File: src/hdl/assert_macros.svh
// ----------------------------------------------------------------------------
// Assertion macros
// Concurrent assertion wrappers clocked on clk; QSR_ASSERT is disabled while rst_n is low.
// ----------------------------------------------------------------------------
`ifndef ASSERT_MACROS_SVH
`define ASSERT_MACROS_SVH
`ifndef SYNTHESIS
// check outside reset
`define QSR_ASSERT(name, prop) \
    name: assert property (@(posedge clk) disable iff (!rst_n) prop) \
        else $error("assertion failed");
// check at every edge, reset included
`define QSR_ASSERT_ALWAYS(name, prop) \
    name: assert property (@(posedge clk) prop) \
        else $error("assertion failed");
`else
`define QSR_ASSERT(name, prop)
`define QSR_ASSERT_ALWAYS(name, prop)
`endif
`endif

File: src/hdl/qsr_pkg.sv
// ----------------------------------------------------------------------------
// qsr_pkg
// Widths, status codes and payload types of the quadratic root solver.
// ----------------------------------------------------------------------------
`default_nettype none
package qsr_pkg;

    localparam int COEF_WIDTH = 16;
    localparam int FRAC_BITS  = 8;
    localparam int ROOT_WIDTH = 32;

    // discriminant, signed, and the unsigned square root work width
    localparam int DISC_W = 2 * COEF_WIDTH + 3;
    localparam int RAD_W  = DISC_W;
    localparam int SQ_W   = COEF_WIDTH + 1;
    // numerator / denominator magnitudes and the shifted dividend
    localparam int NUM_W  = COEF_WIDTH + 2;
    localparam int DIVD_W = NUM_W + 2 * FRAC_BITS;
    localparam int EXT_W  = (DIVD_W >= ROOT_WIDTH) ? DIVD_W + 1 : ROOT_WIDTH + 1;

    localparam logic [1:0] ST_REAL    = 2'd0;
    localparam logic [1:0] ST_COMPLEX = 2'd1;
    localparam logic [1:0] ST_A_ZERO  = 2'd2;

    typedef struct packed {
        logic signed [COEF_WIDTH-1:0] coef_a;
        logic signed [COEF_WIDTH-1:0] coef_b;
        logic signed [COEF_WIDTH-1:0] coef_c;
    } eq_t;

    typedef struct packed {
        logic signed [ROOT_WIDTH-1:0] root;
        logic [1:0]                   status;
        logic                         saturated;
    } sol_t;

    typedef struct packed {
        logic signed [COEF_WIDTH-1:0] a;
        logic signed [COEF_WIDTH-1:0] b;
        logic [1:0]                   status;
    } sq_side_t;

    typedef struct packed {
        logic       neg;
        logic [1:0] status;
    } div_side_t;

endpackage
`default_nettype wire

File: src/hdl/qsr_div.sv
// ----------------------------------------------------------------------------
// qsr_div
// Pipelined restoring divider of magnitudes, one quotient bit per stage.
// ----------------------------------------------------------------------------
`default_nettype none
module qsr_div
(
    input  wire logic                      clk,
    input  wire logic                      rst_n,
    input  wire logic                      en,
    input  wire logic                      in_vld,
    input  wire logic [qsr_pkg::DIVD_W-1:0] dividend,
    input  wire logic [qsr_pkg::NUM_W-1:0]  divisor,
    input  wire qsr_pkg::div_side_t        side_in,
    output logic                           out_vld,
    output logic [qsr_pkg::DIVD_W-1:0]     quotient,
    output qsr_pkg::div_side_t             side_out
);
    import qsr_pkg::*;

    logic [DIVD_W-1:0] vld_reg;
    logic [NUM_W-1:0]  rem_reg  [DIVD_W];
    logic [DIVD_W-1:0] nq_reg   [DIVD_W];
    logic [NUM_W-1:0]  dsr_reg  [DIVD_W];
    div_side_t         side_reg [DIVD_W];

    for (genvar k = 0; k < DIVD_W; k++) begin : g_stage
        logic              vld_in;
        logic [NUM_W-1:0]  rem_in;
        logic [DIVD_W-1:0] nq_in;
        logic [NUM_W-1:0]  dsr_in;
        div_side_t         side_in_k;
        logic [NUM_W:0]    part;
        logic [NUM_W:0]    diff;
        logic              ge;
        logic [NUM_W-1:0]  rem_next;
        logic [DIVD_W-1:0] nq_next;

        if (k == 0) begin : g_first
            assign vld_in    = in_vld;
            assign rem_in    = '0;
            assign nq_in     = dividend;
            assign dsr_in    = divisor;
            assign side_in_k = side_in;
        end
        else begin : g_rest
            assign vld_in    = vld_reg[k-1];
            assign rem_in    = rem_reg[k-1];
            assign nq_in     = nq_reg[k-1];
            assign dsr_in    = dsr_reg[k-1];
            assign side_in_k = side_reg[k-1];
        end

        // shift the next dividend bit in; quotient bits fill from the bottom
        assign part     = {rem_in, nq_in[DIVD_W-1]};
        assign diff     = part - {1'b0, dsr_in};
        assign ge       = (part >= {1'b0, dsr_in});
        assign rem_next = ge ? diff[NUM_W-1:0] : part[NUM_W-1:0];
        assign nq_next  = {nq_in[DIVD_W-2:0], ge};

        always_ff @(posedge clk or negedge rst_n)
        begin
            if (!rst_n)
            begin
                vld_reg[k] <= 1'b0;
            end
            else if (en)
            begin
                vld_reg[k] <= vld_in;
            end
        end

        always_ff @(posedge clk)
        begin
            if (en)
            begin
                rem_reg[k]  <= rem_next;
                nq_reg[k]   <= nq_next;
                dsr_reg[k]  <= dsr_in;
                side_reg[k] <= side_in_k;
            end
        end
    end

    assign out_vld  = vld_reg[DIVD_W-1];
    assign quotient = nq_reg[DIVD_W-1];
    assign side_out = side_reg[DIVD_W-1];

endmodule
`default_nettype wire

File: config.mk
export PLATFORM = sky130hd
export DESIGN_NAME = qsr_div
export DESIGN_NICKNAME = d
export VERILOG_FILES = /design/src/hdl/assert_macros.svh /design/src/hdl/qsr_pkg.sv /design/src/hdl/qsr_div.sv
export SDC_FILE = /design/constraint.sdc
export NUM_CORES = 2
export LEC_CHECK = 0
export BUFFER_PORTS_ARGS = -buffer_cell sky130_fd_sc_hd__buf_2
export CAP_MARGIN = 25
export CORE_MARGIN = 2
export CORE_UTILIZATION = 35
export DETAILED_ROUTE_END_ITERATION = 8
export GPL_TIMING_DRIVEN = 0
export SLEW_MARGIN = 25
export SYNTH_ARGS = -nofsm -noshare
export SYNTH_HDL_FRONTEND = slang
export SYNTH_SLANG_ARGS = --single-unit
export TNS_END_PERCENT = 10
File: constraint.sdc
create_clock -name clk -period 5.35 [get_ports clk]
set_clock_uncertainty 0.05 [all_clocks]
set_input_delay 0.535 -clock clk [delete_from_list [all_inputs] [get_ports clk]]
set_output_delay 0.535 -clock clk [all_outputs]
set_load 0.02 [all_outputs]
After elaboration in Yosys (flattened, before gate mapping):

Memories as Yosys holds them, arrays and structs flattened.
Index checks and enable logic that the tools add are counted.

* memories kept: 4
* word-level logic and storage cells: 142
* RAM bits: 2482
* output and inout port bits: 38
* bits in registers: 34
* input port bits: 59

Memory list
* nq_reg: words 34, bits a word 34, read ports 34, clocked after memory_dff 0, wr ports 34, RTL line qsr_div.sv:23 `logic [DIVD_W-1:0] nq_reg [DIVD_W];`
* dsr_reg: words 34, bits a word 18, read ports 33, clocked after memory_dff 0, wr ports 34, RTL line qsr_div.sv:24 `logic [NUM_W-1:0] dsr_reg [DIVD_W];`
* rem_reg: words 34, bits a word 18, read ports 33, clocked after memory_dff 0, wr ports 34, RTL line qsr_div.sv:22 `logic [NUM_W-1:0] rem_reg [DIVD_W];`
* side_reg: words 34, bits a word 3, read ports 34, clocked after memory_dff 0, wr ports 34, RTL line qsr_div.sv:25 `div_side_t side_reg [DIVD_W];`

* magnitude comparators: 34
* add/subtract/negate cells: 34
* multiplexer cells: 36

Operator list (number)
* 19-bit by 18-bit >= comparator with 1-bit output: 33
* 18-bit two-way mux: 34
* 18-bit subtractor: 33
* 1-bit by 18-bit >= comparator with 1-bit output: 1
* 1-bit by 18-bit subtractor with 18-bit output: 1
* 1-bit two-way mux: 2

Logic depth before layout (Yosys ltp):

An unclocked memory read counts as a cell.

* depth after elaboration: 3
* mapped depth: 13
* gate-level depth less buffers: 12

Least setup slack after synthesis:

OpenSTA, ideal clock, no wires.

* kind: reg-to-reg
* from: mem rem_reg[13][0] (netlist bit)
* to: mem rem_reg[14][10] (netlist bit), data pin
* buffers on the path: 2
* cell stages (with the launch flop): 12
* library setup time: 0.260 ns
* clock period less this slack: 3.146 ns
* required time: 5.040 ns
* slack: 2.204 ns
* arrival time: 2.836 ns
* path through: edfxtp_1 > ha_1 > nor2b_4 > o31a_1 > o41ai_4 > o22ai_2 > a21oi_2 > a21oi_1 > or4_4 > buf_6 > buf_12 > mux2_4

RTL lines (RTL line)
* start, declared: qsr_div.sv:22

==> results.ini <==
[outcome]
status=completed

[logic_synthesis]
yosysWarnings=0
synthTopCellsByArea=edfxtp_1, ha_1, mux2_2, inv_1, a21oi_1
async_reset_ff_share_pct=1.37
synth_fp_nets=8467
synth_edf_count=2446
synth_seq_cells=2480
ys_seq_area_share_pct=66.7
synth_top_area_share_pct=66.0
synth_ff_type=edfxtp_1
syn_area_per_cell_um2=14.3
synth_area_um2=111000
yosysTopAreaCell=edfxtp_1
synth_cells=7780
synth.distinct_cells=90

[finish]
final_cell_mix=edfxtp_1, inv_1, ha_1
drive_gt1_share_pct=12.6
area_growth_pct=14.7
final_cells=12700
post-route-util_pct=40.3
largest_reg_flops=1156
final_common_cell=edfxtp_1
layout.nets=8931

[die]
start_util_pct=35.1
die-width_um=568
dieArea_um2=323000
rows=207
pin_count=97
core-area_um2=317000
die_y_um=568

[cts]
clk_latency_ns=0.90
cts_resized=0
cts-root-buf=clkbuf_16
cts_made_buffers=289
cts_setup_buffers=0
cts.path.max_buffers=4
clk_pin_slew_ns=0.06
htreeDepth=5
clock_sinks=2480
cts_tree=done
cts_hold_buffers=57

[sta]
period_minus_slack_ns=4.23
hold_slack_ns=0.0711
setup_violations=0
fin_crit_sh_pct=79.0
rsz0062_at_grt=no
slew_violations=0
worst_pin_slew_ns=1.03
fmax_mhz=237
finalSetupTns_ns=0
hold_viol_final=0
relSlewSlack_pct=30.6

[global_routing]
grt_pass1_vias=62800
grt_antenna_before_repair=3
grt_overflow=0
grt_pass1_wl_um=351000
grt_usage_pct=13.5
grt_max_degree=137

[run]
drv_cap=0

[min_path]
hold_depth=1
hold_path_class=input pin to flip-flop
worstHoldStart=en
min_to=nq_reg[33][7]

[critical_path]
r2r_end=rem_reg[3][11]
cp_common_cell=o21ai_1
worstSetupPathType=flip-flop to flip-flop
crit_required_ns=5.94
worst-r2r-setup-slack_ns=1.12
timing.rr.start=dsr_reg[2][1]
crit_buf_inv=2
rr_worst_depth=11
cp.depth=11
end_kind=flip-flop
crit_chain=inv_1 -> ha_1 -> nor2b_1 -> o31a_1 -> o21ai_1 -> o21ai_1 -> a41oi_1 -> o311ai_1 -> a211oi_4 -> buf_4 -> mux2_2
startpoint_type=flip-flop
slowest_delay_ns=0.67
worstPathMaxFanout=10
crit_path_start=dsr_reg[2][1]
cpLargestDelayFamily=compound AO/OA/AOI/OAI gates
critical_path_arrival_ns=4.82
cp_slowest_cell=a211oi_4

[power_and_ir_drop]
power.density_nw_per_um2=575
irDropWorstVdd_v=0.000309
p_leak_nw=48.6

[place]
place_congestion=0.866
portBuffers=96
dpl.hpwl_um=156000
post-place-cells=12100

[detailed_routing]
via_count=62000
drt-total-wl_um=222000
ant_nets=0
routedWlPerCell_um=17.5
first_pass_iters=6
drcViolationCount=0
drt-initial-drc-count=4472
drt-vias-per-instance=4.90

==> worst max path at each step <==
| stage | slack [ns] | endpoint |
|---|---|---|
| final | 1.12 | rem_reg[3][11] |
| after global routing | 0.93 | rem_reg[3][11] |
| after CTS | 1.19 | rem_reg[3][11] |
| after detailed placement | 0.54 | dsr_reg[1][1] |
| after global placement | -35.91 | dsr_reg[1][0] |
| after floorplan | 2.20 | rem_reg[14][10] |
==> power by group <==
group          switching, W  internal (W)
clock               0.00806        0.0117
sequential          0.00196        0.0264
combinational        0.0139        0.0114
==> through the flow <==
step,total power (W),instance area (um^2),setup WS [ns]
CTS,0.0744,128000,1.19
global route,0.0782,128000,0.934
floorplan,0.0470,111000,2.20
global placement,0.0551,117000,-35.91
detailed placement,0.0540,118000,0.539
finish,0.0735,128000,1.12
==> cell families (layout without fill, tap and decap cells) <==
family | count (synthesis) | after routing | synth area share, %
xor gates and xnor gates | 424 | 424 | 3.33
buffers and inverters | 892 | 1581 | 3.11
DFF | 2480 | 2480 | 66.7
other | 0 | 1 | 0
AOI/OAI and AO/OA | 1578 | 1578 | 9.06
muxes | 468 | 468 | 4.78
adders and majority gates | 628 | 628 | 7.27
and+or+nand+nor | 1310 | 1310 | 5.71
==> cell type report <==
cell class              instances  area (um^2)
well taps                    4180         5230
multi-input cells            4408        33600
plain buffers                 151          687
clock buffers                 337         7500
clock inverters               179         2070
repair buffers                173         1620
diodes                          1         2.50
inverters                     741         2780
fillers                     29000       189000
flip-flops and latches       2480        74300
==> metal layers <==
| layer | GRT usage, % | part of all wire [%] |
|---|---|---|
| met4 | 4.87 | 3.3 |
| met1 | 17.6 | 45 |
| met3 | 2.01 | 4.0 |
| met2 | 22.6 | 48 |
| met5 | 0 | 0 |
==> Yosys cell counts (14+ instances only) <==
cell,n
ha_1,596
nand2b_1,54
mux2_4,24
nand3_1,151
dfrtp_1,34
a21o_1,223
inv_1,741
o31ai_1,19
nor4_1,15
nor3_1,63
or2_2,17
and3_1,47
o21bai_1,41
and4_1,14
a21oi_1,501
xor2_1,145
fa_1,32
o21ai_0,317
o22ai_1,33
nand2_1,283
nor2_1,415
edfxtp_1,2446
o21ai_1,19
nand4_1,74
mux2i_1,27
o21a_1,78
a211o_1,14
a22oi_1,15
a31o_2,18
nor2b_1,89
o31a_1,26
o211ai_1,22
a311oi_1,30
or3_1,15
a31oi_1,41
buf_2,25
a211oi_1,49
xnor2_1,279
mux2_1,22
clkbuf_1,108
mux2_2,395
Note: power is estimated with default switching activity, not from simulation.
