<file path="src/hdl/assert_macros.svh">
// ----------------------------------------------------------------------------
// Assertion macros
// Concurrent assertion wrappers clocked on clk; QSR_ASSERT is disabled while rst_n is low.
// ----------------------------------------------------------------------------
`ifndef ASSERT_MACROS_SVH
`define ASSERT_MACROS_SVH
`ifndef SYNTHESIS
// check outside reset
`define QSR_ASSERT(name, prop) \
    name: assert property (@(posedge clk) disable iff (!rst_n) prop) \
        else $error("assertion failed");
// check at every edge, reset included
`define QSR_ASSERT_ALWAYS(name, prop) \
    name: assert property (@(posedge clk) prop) \
        else $error("assertion failed");
`else
`define QSR_ASSERT(name, prop)
`define QSR_ASSERT_ALWAYS(name, prop)
`endif
`endif

</file>
<file path="src/hdl/qsr_pkg.sv">
// ----------------------------------------------------------------------------
// qsr_pkg
// Widths, status codes and payload types of the quadratic root solver.
// ----------------------------------------------------------------------------
`default_nettype none
package qsr_pkg;

    localparam int COEF_WIDTH = 16;
    localparam int FRAC_BITS  = 8;
    localparam int ROOT_WIDTH = 32;

    // discriminant, signed, and the unsigned square root work width
    localparam int DISC_W = 2 * COEF_WIDTH + 3;
    localparam int RAD_W  = DISC_W;
    localparam int SQ_W   = COEF_WIDTH + 1;
    // numerator / denominator magnitudes and the shifted dividend
    localparam int NUM_W  = COEF_WIDTH + 2;
    localparam int DIVD_W = NUM_W + 2 * FRAC_BITS;
    localparam int EXT_W  = (DIVD_W >= ROOT_WIDTH) ? DIVD_W + 1 : ROOT_WIDTH + 1;

    localparam logic [1:0] ST_REAL    = 2'd0;
    localparam logic [1:0] ST_COMPLEX = 2'd1;
    localparam logic [1:0] ST_A_ZERO  = 2'd2;

    typedef struct packed {
        logic signed [COEF_WIDTH-1:0] coef_a;
        logic signed [COEF_WIDTH-1:0] coef_b;
        logic signed [COEF_WIDTH-1:0] coef_c;
    } eq_t;

    typedef struct packed {
        logic signed [ROOT_WIDTH-1:0] root;
        logic [1:0]                   status;
        logic                         saturated;
    } sol_t;

    typedef struct packed {
        logic signed [COEF_WIDTH-1:0] a;
        logic signed [COEF_WIDTH-1:0] b;
        logic [1:0]                   status;
    } sq_side_t;

    typedef struct packed {
        logic       neg;
        logic [1:0] status;
    } div_side_t;

endpackage
`default_nettype wire

</file>
<file path="src/hdl/qsr_isqrt.sv">
// ----------------------------------------------------------------------------
// qsr_isqrt
// Pipelined integer square root, one result bit per stage, rounded down.
// ----------------------------------------------------------------------------
`default_nettype none
module qsr_isqrt
(
    input  wire logic                     clk,
    input  wire logic                     rst_n,
    input  wire logic                     en,
    input  wire logic                     in_vld,
    input  wire logic [qsr_pkg::RAD_W-1:0] rad,
    input  wire qsr_pkg::sq_side_t        side_in,
    output logic                          out_vld,
    output logic [qsr_pkg::SQ_W-1:0]      sq_root,
    output qsr_pkg::sq_side_t             side_out
);
    import qsr_pkg::*;

    logic [SQ_W-1:0]  vld_reg;
    logic [RAD_W-1:0] rem_reg [SQ_W];
    logic [SQ_W-1:0]  q_reg   [SQ_W];
    sq_side_t         side_reg [SQ_W];

    for (genvar k = 0; k < SQ_W; k++) begin : g_stage
        localparam int BIT = SQ_W - 1 - k;
        logic             vld_in;
        logic [RAD_W-1:0] rem_in;
        logic [SQ_W-1:0]  q_in;
        sq_side_t         side_in_k;
        logic [RAD_W-1:0] trial;
        logic             ge;
        logic [RAD_W-1:0] rem_next;
        logic [SQ_W-1:0]  q_next;

        if (k == 0) begin : g_first
            assign vld_in    = in_vld;
            assign rem_in    = rad;
            assign q_in      = '0;
            assign side_in_k = side_in;
        end
        else begin : g_rest
            assign vld_in    = vld_reg[k-1];
            assign rem_in    = rem_reg[k-1];
            assign q_in      = q_reg[k-1];
            assign side_in_k = side_reg[k-1];
        end

        // (q + 2^i)^2 - q^2 = q*2^(i+1) + 2^(2i)
        assign trial    = (RAD_W'(q_in) << (BIT + 1)) | (RAD_W'(1) << (2 * BIT));
        assign ge       = (rem_in >= trial);
        assign rem_next = ge ? rem_in - trial : rem_in;
        assign q_next   = ge ? (q_in | (SQ_W'(1) << BIT)) : q_in;

        always_ff @(posedge clk or negedge rst_n)
        begin
            if (!rst_n)
            begin
                vld_reg[k] <= 1'b0;
            end
            else if (en)
            begin
                vld_reg[k] <= vld_in;
            end
        end

        always_ff @(posedge clk)
        begin
            if (en)
            begin
                rem_reg[k]  <= rem_next;
                q_reg[k]    <= q_next;
                side_reg[k] <= side_in_k;
            end
        end
    end

    assign out_vld  = vld_reg[SQ_W-1];
    assign sq_root  = q_reg[SQ_W-1];
    assign side_out = side_reg[SQ_W-1];

endmodule
`default_nettype wire

</file>
<file path="config.mk">
export PLATFORM = sky130hd
export DESIGN_NAME = qsr_isqrt
export DESIGN_NICKNAME = d
export VERILOG_FILES = /design/src/hdl/assert_macros.svh /design/src/hdl/qsr_pkg.sv /design/src/hdl/qsr_isqrt.sv
export SDC_FILE = /design/constraint.sdc
export NUM_CORES = 1
export LEC_CHECK = 0
export CAP_MARGIN = 30
export CORE_UTILIZATION = 57
export CTS_CLUSTER_SIZE = 40
export DETAILED_ROUTE_END_ITERATION = 10
export DONT_BUFFER_PORTS = 1
export PLACE_DENSITY = 0.76
export SLEW_MARGIN = 20
export SYNTH_ARGS = -nofsm -noshare
export SYNTH_HDL_FRONTEND = slang
export SYNTH_SLANG_ARGS = --single-unit
</file>
<file path="constraint.sdc">
create_clock -name clk -period 2.6 [get_ports clk]
set_input_delay 0.52 -clock clk [delete_from_list [all_inputs] [get_ports clk]]
set_output_delay 0.52 -clock clk [all_outputs]
set_load 0.02 [all_outputs]
</file>
# After elaboration in Yosys (flattened, before gate mapping)
# Memories as Yosys holds them, arrays and structs flattened.
# Index checks and enable logic that the tools add are counted.
dict set report classes {
  addsub 17
  order_cmp 17
  muxes 36
}
# operator n
set op_table {}
lappend op_table {{2-to-1 mux 35 bit} 17}
lappend op_table {{>= comparator 35 x 18 -> 1 bit} 1}
lappend op_table {{>= comparator 35 x 19 -> 1 bit} 1}
lappend op_table {{>= comparator 35 x 20 -> 1 bit} 1}
lappend op_table {{>= comparator 35 x 21 -> 1 bit} 1}
lappend op_table {{>= comparator 35 x 22 -> 1 bit} 1}
lappend op_table {{>= comparator 35 x 23 -> 1 bit} 1}
lappend op_table {{>= comparator 35 x 24 -> 1 bit} 1}
lappend op_table {{>= comparator 35 x 25 -> 1 bit} 1}
lappend op_table {{>= comparator 35 x 26 -> 1 bit} 1}
lappend op_table {{>= comparator 35 x 27 -> 1 bit} 1}
lappend op_table {{>= comparator 35 x 28 -> 1 bit} 1}
lappend op_table {{>= comparator 35 x 29 -> 1 bit} 1}
lappend op_table {{>= comparator 35 x 30 -> 1 bit} 1}
lappend op_table {{>= comparator 35 x 31 -> 1 bit} 1}
lappend op_table {{>= comparator 35 x 32 -> 1 bit} 1}
lappend op_table {{>= comparator 35 x 33 -> 1 bit} 1}
lappend op_table {{>= comparator 35 x 33 -> 1 bit, second input constant} 1}
lappend op_table {{subtractor 35 x 18 -> 35 bit} 1}
lappend op_table {{subtractor 35 x 19 -> 35 bit} 1}
lappend op_table {{subtractor 35 x 20 -> 35 bit} 1}
lappend op_table {{subtractor 35 x 21 -> 35 bit} 1}
lappend op_table {{subtractor 35 x 22 -> 35 bit} 1}
lappend op_table {{subtractor 35 x 23 -> 35 bit} 1}
lappend op_table {{other kinds (28)} 30}
dict set report totals {
  reg_bits 17
  ram_bits 1462
  in_bits 73
  out_inout_bits 52
  n_memories 3
}
# memory depth width rd rd_ports_with_merged_regs write_ports line
set mem_list {}
lappend mem_list {rem_reg 17 35 16 0 17 qsr_isqrt.sv:21} ;# logic [RAD_W-1:0] rem_reg [SQ_W];
lappend mem_list {side_reg 17 34 17 0 17 qsr_isqrt.sv:23} ;# sq_side_t side_reg [SQ_W];
lappend mem_list {q_reg 17 17 17 0 17 qsr_isqrt.sv:22} ;# logic [SQ_W-1:0] q_reg [SQ_W];

# Logic depth before layout (Yosys ltp)
# An unclocked memory read counts as a cell.
dict set report logic_depth {
  ltp_word 3
  depth_mapped 14
  ltp_nobuf 11
}

# Worst setup path after synthesis
# No wires, ideal clock.
dict set report synth_timing {
  path_kind {register to register}
  from {memory rem_reg[0][494] in the netlist's numbering}
  to {memory rem_reg[0][549] in the netlist's numbering, data pin}
  setup_ns 0.258
  arrival_ns 2.587
  setup_slack_ns -0.245
  path_stages_with_launch 10
  path_cell_list {edfxtp_1 > ha_1 > nor2b_1 > o31a_1 > o41ai_2 > a21oi_1 > a211oi_2 > o21ai_2 > or4b_1 > xnor2_1}
}
# item line
set synth_rtl {}
lappend synth_rtl {{start, declared} qsr_isqrt.sv:21}

==> metrics.md <==
| Metric | Value |
|---|---|
| Gate Count Post-Synth | `3201` |
| Post-route insts no fill | `5195` |
| Syn nets | `3442` |
| Die height | `303 um` |
| Primary FF master, synth | `edfxtp_1` |
| Layout cell share with drive strength beyond 1 | `29.4%` |
| TritonCTS Sinks | `1308` |
| TritonCTS clock tree | `yes` |
| Simple-gate share of the synthesized area | `8.10%` |
| First-pass DRT Iterations | `5` |
| CTS root buf | `clkbuf_16` |
| Post-synth top area cell | `edfxtp_1` |
| Skew final | `0.0338 ns` |
| Peak VDD IR | `0.715 mV` |
| Area fraction in compound gates after synthesis | `5.20%` |
| # IOs | `125` |
| Via count of the first global-routing pass | `29300` |
| Initial antenna violation count | `0` |
| Synth Area in Adders | `4.07%` |
| Number of DRC markers in iteration 0 | `1854` |
| Max Cap Viol | `0` |
| Initial core utilization | `57.5%` |
| Max Root-Sink Buffers | `3` |
| Number of synthesized register bits | `1308` |
| RSZ-0062 raised after global routing | `true` |
| First-pass GRT wire length | `145000 um` |
| DRC viols | `0` |
| Max reg flops | `578` |
| Pre-CTS setup slack | `-0.910 ns` |
| WP data arrival | `3.40 ns` |
| Commonest non-fill, non-tap cells in the layout | `edfxtp_1 (1291), buf_4 (453), inv_1 (191)` |
| Crit Path Class | `register to register` |
| Mux share of post-synthesis cell area | `0.942%` |
| Actual slew at the worst max-slew pin | `1.12 ns` |
| Rel. slew slack | `25.6%` |
| Synth top area cells | `edfxtp_1 (75%), ha_1 (4.1%), xor2_1 (2.2%)` |
| Die Width | `303 um` |
| Largest net degree at the start of global routing | `258` |
| Synth-to-Final Area Change | `26.9%` |
| Post-route ant nets | `0` |
| Synth warn | `0` |
| CP required | `3.06 ns` |
| Synthesized area per cell | `16.1 um2` |
| Type of origin of the critical path | `register` |
| CP Capture Type | `register` |
| Peak Freq | `340 MHz` |
| Nets@finish | `4159` |
| Async SR Flop Fraction | `1.30%` |
| Detailed-route via count | `28600` |
| Gr usage total | `20.3%` |
| Grt ovf | `0` |
| Final hold violation count | `0` |
| Post-Route WL | `96700 um` |
| Post-Layout Inst Area | `65500 um2` |
| Std-Cell Rows | `110` |
| Synth Area in XOR/XNOR | `4.00%` |
| Status | `finished, violations left` |
| Die ar. | `91800 um2` |
| Cts bufs inserted | `132` |
| DP Cell Count | `4743` |
| Placed inst area | `56400 um2` |
| Placer Congestion | `0.913` |
| Static leakage | `0.0244 uW` |
| H-tree Lvls | `4` |
| R2R setup slack | `-0.34 ns` |
| Routed WL per cell | `18.6 um` |
| Hold Crit Class | `input port to register` |
| Crit path max fanout | `4` |
| Mapped cell area | `51600 um2` |
| Largest family of logic cells by synthesized area | `simple AND/OR/NAND/NOR gates` |
| Pins over their slew limit | `0` |
| Part of the cycle the worst path needs | `113%` |
| DP HPWL | `56600 um` |
| Seq/Total Area, Yosys | `75.9%` |
| Crit path time final | `2.94 ns` |
| Worst-skew pair later-pin latency | `0.74 ns` |
| Most common cell after layout, fill and taps aside | `edfxtp_1` |
| Post-synth top area share | `75.1%` |
| EDFF count, synth | `1291` |
| IO Port Bufs | `0` |
| Core Area | `89900 um2` |
| Unique masters post-synth | `84` |
| Failing checks | `negative setup slack` |
| Worst Setup Slack, final | `-0.340 ns` |
| Clock slew at reported path FFs | `0.06 ns` |
| Vias/cell | `5.50` |
| Power per cell area | `808 nW/um2` |
| Final setup fails | `165` |
## power breakdown
group	total [uW]	internal, uW	switching, uW
combinational	7660	3740	3920
sequential	26700	25600	1090
clock	18600	10900	7760
## area by class of cell
| class | count | area, um2 |
|---|---|---|
| diodes | 1 | 2.50 |
| clock buffers | 156 | 3540 |
| clock inverters | 78 | 773 |
| fillers | 5140 | 24300 |
| inverters | 209 | 820 |
| multi-input cells | 1652 | 14200 |
| flip-flops and latches | 1308 | 39200 |
| well taps | 1176 | 1470 |
| repair buffers | 614 | 5540 |
| repair inverters | 1 | 11.3 |
## cell families (layout without fill, tap and decap cells)
kind of cell               after synthesis  after routing
adders and majority gates              168            168
muxes                                   44             44
AOI/OAI and AO/OA                      430            430
and+or+nand+nor                        774            774
DFF                                   1308           1308
xor gates and xnor gates               236            236
other                                    0              1
buffers and inverters                  241           1058
## final timing paths
check,startpoint,endpoint,cells past startpoint
setup / recovery,rem_reg[0][465],rem_reg[0][521],10
hold / removal,rad[33],rem_reg[0][33],2
setup reg to reg,rem_reg[0][465],rem_reg[0][521],10
hold reg to reg,side_reg[1][219],side_reg[1][253],0
max in group asynchronous,rst_n,g_stage[13].vld_in,1
min in group asynchronous,rst_n,g_stage[3].vld_in,1
## through the flow
stage               util, %  TNS (ns)  hold WS (ns)  total power, uW
floorplan                 -     -2.72         0.224            30200
global placement       62.8   -476.49         0.225            32700
detailed placement     62.8   -260.29         0.225            33100
CTS                    71.0    -19.15        0.0256            52600
global route           72.9    -39.66        0.0571            55000
finish                 72.9    -26.22        0.0688            53000
## synthesized netlist by cell type, types with 21 or more instances
library cell / number
edfxtp_1: 1291
inv_1: 204
nor2_1: 174
ha_1: 168
nand2_1: 144
a21oi_1: 134
xor2_1: 127
o21ai_0: 114
xnor2_1: 109
nor4_1: 89
nor3_1: 71
a21o_1: 42
nand2b_1: 42
mux2_2: 37
nand4_1: 35
nor2b_1: 35
nand3_1: 34
o21a_1: 26
or4_1: 23
or3_1: 21
## layer usage
metal | global-route usage [%] | vias up | share of wire, %
li1 | - | 13600 | -
met1 | 19.6 | 14000 | 35
met2 | 39.6 | 710 | 57
met3 | 3.53 | 276 | 3.4
met4 | 12.1 | 0 | 5.1
met5 | 0 | - | 0
## critical path, cell delays in order, from the launching register on
cell       delay, ns
edfxtp_1        0.44
ha_4            0.32
a2111oi_4       0.43
nor3_4          0.11
and2_4          0.19
buf_4           0.13
a31oi_4         0.17
o21ai_2         0.11
or4_4           0.44
nor3_4          0.22
xor2_1          0.10
## what timing repair did
| item | 4_1_cts | 5_1_grt |
|---|---|---|
| endpoints found under the hold margin | 97 | 0 |
| endpoints found under the setup margin | 490 | 284 |
| hold buffers | 72 | 0 |
| setup buffers | 74 | 72 |
| resized for setup | 359 | 267 |
| gates cloned | 13 | 2 |
| pin swaps | 114 | 137 |
No activity file was read; power rests on OpenSTA's default activity.
